`config.mk`:
```
export PLATFORM = sky130hd
export DESIGN_NAME = whl_ctrl
export DESIGN_NICKNAME = d
export VERILOG_FILES = /design/src/rtl/whl_pkg.sv /design/src/rtl/whl_ctrl.sv
export SDC_FILE = /design/constraint.sdc
export NUM_CORES = 1
export LEC_CHECK = 0
export ABC_AREA = 1
export BUFFER_PORTS_ARGS = -buffer_cell sky130_fd_sc_hd__buf_2
export CORE_MARGIN = 10
export CORE_UTILIZATION = 28
export CTS_BUF_LIST = sky130_fd_sc_hd__clkbuf_4
export CTS_CLUSTER_DIAMETER = 50
export DETAILED_ROUTE_END_ITERATION = 8
export PLACE_DENSITY_LB_ADDON = 0.05
export SLEW_MARGIN = 40
export SYNTH_ARGS = -nofsm -noshare
export SYNTH_HDL_FRONTEND = slang
export SYNTH_SLANG_ARGS = --single-unit
```
`constraint.sdc`:
```
create_clock -name clock -period 1.1 [get_ports clock]
set_input_delay 0.11 -clock clock [delete_from_list [all_inputs] [get_ports clock]]
set_output_delay 0.11 -clock clock [all_outputs]
set_load 0.02 [all_outputs]
```
`src/rtl/whl_pkg.sv`:
```
// ----------------------------------------------------------------------------
// whl_pkg: shared types and constants of the weighted log histogram
// Payload structs, register indexes, result status codes, controller
// states and the command/status groups between controller and datapath.
// ----------------------------------------------------------------------------
package whl_pkg;

   localparam int MAX_BINS_DEF  = 256;
   localparam int NUM_SNAPS_DEF = 16;
   localparam int FRAC_BITS_DEF = 16;

   localparam int CSR_W     = 16;
   localparam int CSR_IDX_W = 2;

   localparam logic [CSR_IDX_W-1:0] CSR_LOG_MODE     = 2'd0;
   localparam logic [CSR_IDX_W-1:0] CSR_BINS_PER_MAG = 2'd1;
   localparam logic [CSR_IDX_W-1:0] CSR_MIN_INDEX    = 2'd2;
   localparam logic [CSR_IDX_W-1:0] CSR_NUM_BINS     = 2'd3;

   localparam logic [1:0] STATUS_ACC      = 2'd0;
   localparam logic [1:0] STATUS_NEG_PROP = 2'd1;
   localparam logic [1:0] STATUS_RANGE    = 2'd2;
   localparam logic [1:0] STATUS_READ     = 2'd3;

   // log10(2) in Q32
   localparam logic signed [32:0] LOG10_2_Q32 = 33'sd1292913986;
   localparam int LOG_FRAC = 24;

   localparam logic [4:0] NORM_LAST = 5'd4;   // five binary-search steps
   localparam logic [4:0] SQR_LAST  = 5'd23;  // 24 squaring steps

   typedef struct packed {
      logic               func;
      logic [3:0]         snap;
      logic signed [31:0] bin_value;
      logic signed [31:0] prop_value;
      logic [31:0]        weight;
      logic [7:0]         read_bin;
   } req_type;

   typedef struct packed {
      logic [1:0]  status;
      logic [7:0]  bin_index;
      logic [47:0] sum_out;
      logic [31:0] count_out;
   } rsp_type;

   typedef enum logic [3:0] {
      ST_CLEAR, ST_IDLE, ST_DISP, ST_NORM, ST_SQR,
      ST_ML10, ST_MBPM, ST_BIN, ST_MEMRD, ST_UPD
   } state_type;

   typedef enum logic [1:0] {
      MUL_L10, MUL_BPM_LOG, MUL_BPM_LIN, MUL_WP
   } mul_sel_type;

   typedef struct packed {
      logic        load;
      logic        clr_wr;
      logic        norm;
      logic        sqr;
      logic [4:0]  step;
      logic        mul_en;
      mul_sel_type mul_sel;
      logic        bin;
      logic        mem_rd;
      logic        upd;
   } cmd_type;

   typedef struct packed {
      logic is_read;
      logic log_mode;
      logic bv_pos;
      logic bin_bad;
      logic clr_last;
   } stat_type;

endpackage

```
`src/rtl/whl_ctrl.sv`:
```
// ----------------------------------------------------------------------------
// whl_ctrl: sequencing controller
// Walks one item through the datapath steps and owns both handshakes.
// ----------------------------------------------------------------------------
module whl_ctrl (
   input  logic              clock,
   input  logic              reset,
   input  logic              req_valid,
   output logic              req_stall,
   output logic              rsp_valid,
   input  logic              rsp_stall,
   input  whl_pkg::stat_type stat,
   output whl_pkg::cmd_type  cmd
);

   whl_pkg::state_type state_ff;
   whl_pkg::state_type state_in;
   logic [4:0]         step_ff;
   logic [4:0]         step_in;
   logic               rsp_valid_ff;
   logic               out_free;

   assign out_free = !rsp_valid_ff || !rsp_stall;

   always_comb begin
      state_in = state_ff;
      step_in  = 5'd0;
      unique case (state_ff)
         whl_pkg::ST_CLEAR: if (stat.clr_last) state_in = whl_pkg::ST_IDLE;
         whl_pkg::ST_IDLE:  if (req_valid) state_in = whl_pkg::ST_DISP;
         whl_pkg::ST_DISP: begin
            if (stat.is_read) begin
               state_in = whl_pkg::ST_BIN;
            end else if (stat.log_mode) begin
               state_in = stat.bv_pos ? whl_pkg::ST_NORM : whl_pkg::ST_BIN;
            end else begin
               state_in = whl_pkg::ST_MBPM;
            end
         end
         whl_pkg::ST_NORM: begin
            step_in = step_ff + 5'd1;
            if (step_ff == whl_pkg::NORM_LAST) begin
               state_in = whl_pkg::ST_SQR;
               step_in  = 5'd0;
            end
         end
         whl_pkg::ST_SQR: begin
            step_in = step_ff + 5'd1;
            if (step_ff == whl_pkg::SQR_LAST) begin
               state_in = whl_pkg::ST_ML10;
               step_in  = 5'd0;
            end
         end
         whl_pkg::ST_ML10:  state_in = whl_pkg::ST_MBPM;
         whl_pkg::ST_MBPM:  state_in = whl_pkg::ST_BIN;
         whl_pkg::ST_BIN:   state_in = stat.bin_bad ? whl_pkg::ST_UPD : whl_pkg::ST_MEMRD;
         whl_pkg::ST_MEMRD: state_in = whl_pkg::ST_UPD;
         whl_pkg::ST_UPD:   if (out_free) state_in = whl_pkg::ST_IDLE;
         default:           state_in = whl_pkg::ST_IDLE;
      endcase
   end

   always_comb begin
      cmd      = '0;
      cmd.step = step_ff;
      unique case (state_ff)
         whl_pkg::ST_CLEAR: cmd.clr_wr = 1'b1;
         whl_pkg::ST_IDLE:  cmd.load   = req_valid;
         whl_pkg::ST_NORM:  cmd.norm   = 1'b1;
         whl_pkg::ST_SQR:   cmd.sqr    = 1'b1;
         whl_pkg::ST_ML10: begin
            cmd.mul_en  = 1'b1;
            cmd.mul_sel = whl_pkg::MUL_L10;
         end
         whl_pkg::ST_MBPM: begin
            cmd.mul_en  = 1'b1;
            cmd.mul_sel = stat.log_mode ? whl_pkg::MUL_BPM_LOG : whl_pkg::MUL_BPM_LIN;
         end
         whl_pkg::ST_BIN: begin
            cmd.bin     = 1'b1;
            cmd.mul_en  = 1'b1;
            cmd.mul_sel = whl_pkg::MUL_WP;
         end
         whl_pkg::ST_MEMRD: cmd.mem_rd = 1'b1;
         whl_pkg::ST_UPD:   cmd.upd    = out_free;
         default:           cmd.step   = step_ff;
      endcase
   end

   always_ff @(posedge clock) begin
      if (reset) begin
         state_ff     <= whl_pkg::ST_CLEAR;
         step_ff      <= 5'd0;
         rsp_valid_ff <= 1'b0;
      end else begin
         state_ff <= state_in;
         step_ff  <= step_in;
         if (cmd.upd) begin
            rsp_valid_ff <= 1'b1;
         end else if (!rsp_stall) begin
            rsp_valid_ff <= 1'b0;
         end
      end
   end

   assign req_stall = state_ff != whl_pkg::ST_IDLE;
   assign rsp_valid = rsp_valid_ff;

endmodule

```
## Word level (Yosys, flattened, before mapping)

Cells that the tools add are included.

- Multipliers: 0
- Bitwise operators: 0
- Shifts and indexed selects: 0
- Muxes and demuxes: 24
- Add/subtract/negate cells: 1
- Divide/modulo/power cells: 0
- Magnitude comparators: 0
- Reduce and logical (&&, ||, !) cells: 5
- Eq/ne operators: 18

Operators with widths:

| cell | number |
|---|---|
| 4-bit one-hot mux with 10 select lines | 1 |
| 4-bit 2-to-1 mux | 5 |
| 4-bit by 3-bit equality test with 1-bit output, second input constant | 4 |
| 1-bit 2-to-1 mux | 10 |
| 5-bit 2-to-1 mux | 2 |
| 2-bit != test, second input constant | 5 |
| 5-bit one-hot mux with 2 select lines | 1 |
| 3-bit 2-to-1 mux | 3 |
| 3-bit one-hot mux with 3 select lines | 1 |
| 4-bit by 2-bit equality test with 1-bit output, second input constant | 2 |
| 4-bit equality test, second input constant | 2 |
| 5-bit by 1-bit adder with 5-bit output, second input constant | 1 |
| 5-bit by 3-bit equality test with 1-bit output, second input constant | 1 |
| 5-bit equality test, second input constant | 1 |
| 5-bit AND reduction | 1 |
| 4-bit by 1-bit equality test with 1-bit output, second input constant | 1 |
| 4-bit zero test | 1 |
| 4-bit by 1-bit != test with 1-bit output, second input constant | 1 |
| 1-bit zero test | 2 |
| 2-bit 2-to-1 mux | 1 |
| 2-bit by 1-bit != test with 1-bit output, second input constant | 1 |
| 1-bit logical OR | 1 |

- RAM bits: 0
- Bits in read-only memories: 0
- Bits in latches: 0
- Output and inout bits: 17
- Memories: 0
- Bits in registers: 10

## Logic depth before layout (Yosys ltp)

- Depth after elaboration: 4
- Mapped depth: 12

## Worst setup path before layout

No wires, ideal clock.

- Path type: register -> register
- Start point: register step_ff[0]
- End point: register state_ff[0]
- Setup slack: -282 ps
- Buffers on the path: 0
- Stages on the path, launching flop included: 13
- Arrival: 1,269 ps
- Required time: 987 ps
- Setup time: 113 ps
- Cell sequence: dfxtp_1 > inv_1 > ha_1 > inv_1 > nor2_1 > nand2_1 > nand2_2 > nand2_2 > inv_1 > nand2_1 > nand2_1 > nand2_1 > nor2_1

- Longest elaborated chain between the ends: 3
- Elaborated cells on any way between the ends: 5
- Classes of those cells: eq/ne (4); reduce/logical (1)

Ends and longest elaborated chain:

| item | RTL line | source |
|---|---|---|
| start, declared | whl_ctrl.sv:18 | `logic [4:0] step_ff;` |
| start signal, assigned | whl_ctrl.sv:97 | `step_ff <= step_in;` |
| 5-bit equality test / 5-bit by 3-bit equality test with 1-bit output (equally long branches) | whl_ctrl.sv:49, whl_ctrl.sv:42 |  |
| 2-bit != test (no source line) | -- |  |
| 5-bit AND reduction (no source line) (*) | -- |  |
| end signal, assigned | whl_ctrl.sv:92 | `state_ff <= whl_pkg::ST_CLEAR;` |
| end signal, assigned | whl_ctrl.sv:96 | `state_ff <= state_in;` |
| end, declared | whl_ctrl.sv:16 | `whl_pkg::state_type state_ff;` |

Mark *: on every way between the ends. The rest lies on a longest branch, timed or not.
A chain may end at the register's enable or synchronous reset.

==> results.md <==
* Status: complete, but fails checks
* Violated checks: setup timing
* Gr ovfl total at 0
* CTS H-tree depth at 1
* Required time of the worst setup path at 0.99 ns
* Int Power at 1.49 mW
* Final Max Slew Viols at 0
* Critical path data arrival time at 1.23 ns
* Setup violators final at 19
* Post-DP HPWL at 1780 um
* Root Buffer: clkbuf_4
* Hold Fails Final Rpt at 0
* Chip height at 69.0 um
* Sw Ratio at 44.1%
* Skew-Pair Late Insertion Delay at 0.26 ns
* Antenna-violating nets left at 0
* Slew at the pin with the worst max-slew slack at 0.188 ns
* First-pass GRT wire length at 3430 um
* Setup crit start: state_ff[1]
* Count of state elements after synthesis at 10
* Most common cell after layout, fill and taps aside: buf_4
* Relative slew margins at 87.4%
* Cell area after layout at 1420 sq um
* Highest-count cells in the layout ignoring fill and taps: 25 x buf_4, 20 x nor2_1, 18 x buf_6, 14 x buf_2, 13 x nand2_1
* Synth Instances at 113
* Power Dens Cells at 1880 nW/um^2
* Pre-CTS worst setup slack at -0.201 ns
* 1st-iter DRT viols at 41
* Seq/Total Area, Yosys at 29.8%
* Post-Syn Area at 672 sq um
* DR DRC count at 0
* Final nets at 186
* DP Area at 1100 sq um
* Yosys cell types at 17
* Synth Net Count at 124
* Initial antenna violation count at 0
* CP Capture Point: cmd[12]
* ANT cells at 0
* Period minus WS final at 1.34 ns
* Worst hold path type: in -> reg
* Final period util at 122%
* Avg Cell Area, Syn at 5.95 sq um
* Switching pwr at 1.18 mW
* RR Startpoint: step_ff[1]
* Share of power burned in registers at 19.0%
* Max frequency at 0.748 GHz
* Gr usage total at 9.15%
* Reg2reg setup slack at -0.18 ns
* Die W at 69.0 um
* RSZ-0062 raised after global routing: yes
* Startpoint Class: register
* Peak VDD IR at 0.00121 V
* # IOs at 26
* Core Box Area at 2250 sq um
* Vias in the first global route at 818
* Total CTS buffers at 3
* Area growth from synthesis to final layout at 112%
* DR pass1 iterations at 4
* Port bufs at 25
* Fin worst setup slack at -0.238 ns
* Fin util at 63.0%
* Clock Skew at 0.00551 ns
* Die Area at 4760 sq um
* Yosys warnings at 0
* Hold Buf Count CTS at 0
* Largest net degree at the start of global routing at 7
* Worst R2R End: state_ff[2]
* WS Path Type: reg -> out
* WL/cell at 11.4 um
* Max Cap Viol at 0
* Routability congestion estimate from global placement at 0.847
* Leak at 0.711 nW
* Clock Sink Count at 10
* Worst Reg-to-Reg Cells at 11
* Final TNS setup at -2.71 ns
* Clock buffer depth at 2
* Vias after detailed routing at 896
* CTS tree: built
* Min Hold Slack at 0.0749 ns
* Comb power frac at 71.4%
* Vias/cell at 4.44
* Clk pwr share at 9.6%
* Std cell rows at 17
* Setup crit end kind: output pin
* Starting Density at 29.8%
* CP Max Fanout at 4
* Final WL at 2300 um
* Layout cell share with drive strength beyond 1 at 64.9%
* Worst-path clk slew at 0.07 ns
## stage by stage
stage	instances	total power [mW]
2_1_floorplan	113	1.21
3_3_place_gp	194	1.82
3_5_place_dp	194	1.80
4_1_cts	200	2.31
5_1_grt	202	2.90
6_report	202	2.67
## per-layer routing
layer / part of all wire (%) / wire length, um / GRT usage [%] / vias to the layer above
li1: - / - / - / 473
met1: 45 / 1030 / 11.9 / 398
met2: 48 / 1100 / 13.5 / 23
met3: 6.7 / 155 / 4.51 / 2
met4: 0.30 / 7 / 1.48 / 0
met5: 0 / 0 / 0 / -
## flip-flops by register name, summed over array words and instances, names as in the netlist
| register | count |
|---|---|
| rsp_valid | 1 |
| state_ff | 4 |
| step_ff | 5 |
## logic make-up (layout without fill, tap and decap cells)
group,Yosys count,count (layout),synth area share (%)
adder cells (fa/ha/maj),2,2,3.72
flip-flops,10,10,29.8
XOR/XNOR,2,2,2.61
AO/OA/AOI/OAI,6,6,4.47
buffers and inverters,17,78,9.50
AND/OR/NAND/NOR,76,76,49.9
## what timing repair did
item	CTS	global route
setup endpoints to repair	20	22
gates resized for setup	31	50
setup buffers	2	3
pin swaps	3	12
## synth_stat cells (all sizes together)
cell type | count | area share (%)
a21oi | 5 | 3.7
nor3b | 1 | 1.1
inv | 17 | 9.5
nor2 | 36 | 22
nand3b | 1 | 1.1
ha | 2 | 3.7
o21ai | 1 | 0.74
nand3 | 10 | 7.4
nand2 | 26 | 17
dfxtp | 10 | 30
xnor2 | 1 | 1.3
xor2 | 1 | 1.3
nor3 | 2 | 1.5
## worst min-delay path by stage
stage / endpoint / slack [ns] / from / depth (start not counted)
after global routing: state_ff[1] / 0.07 / reset / 2
after CTS: state_ff[1] / 0.07 / reset / 2
final: state_ff[1] / 0.07 / reset / 2
after global placement: state_ff[1] / 0.35 / reset / 2
after detailed placement: step_ff[1] / 0.36 / reset / 2
after floorplan: step_ff[1] / 0.18 / reset / 1
## final cells by class
cell class,instances,area (sq um)
clock buffers,3,22.5
fillers,216,833
repair buffers,57,460
multi-input cells,86,603
well taps,28,35.0
clock inverters,1,3.75
inverters,17,73.8
flip-flops and latches,10,223
## worst max-delay path, stage by stage, from the launching register on
cell,delay (ns)
dfxtp_4,0.38
buf_6,0.12
nand2_4,0.07
nor2_4,0.16
buf_6,0.13
buf_6,0.10
## power groups by stage
| stage | Clock, mW | Combinational (mW) | Sequential (mW) |
|---|---|---|---|
| 5_1_grt | 0.297 | 2.09 | 0.518 |
| 3_3_place_gp | 0 | 1.36 | 0.459 |
| 6_report | 0.257 | 1.91 | 0.509 |
| 4_1_cts | 0.267 | 1.58 | 0.468 |
| 2_1_floorplan | 0 | 0.741 | 0.474 |
| 3_5_place_dp | 0 | 1.34 | 0.459 |
Note: power is estimated with default switching activity, not from simulation.
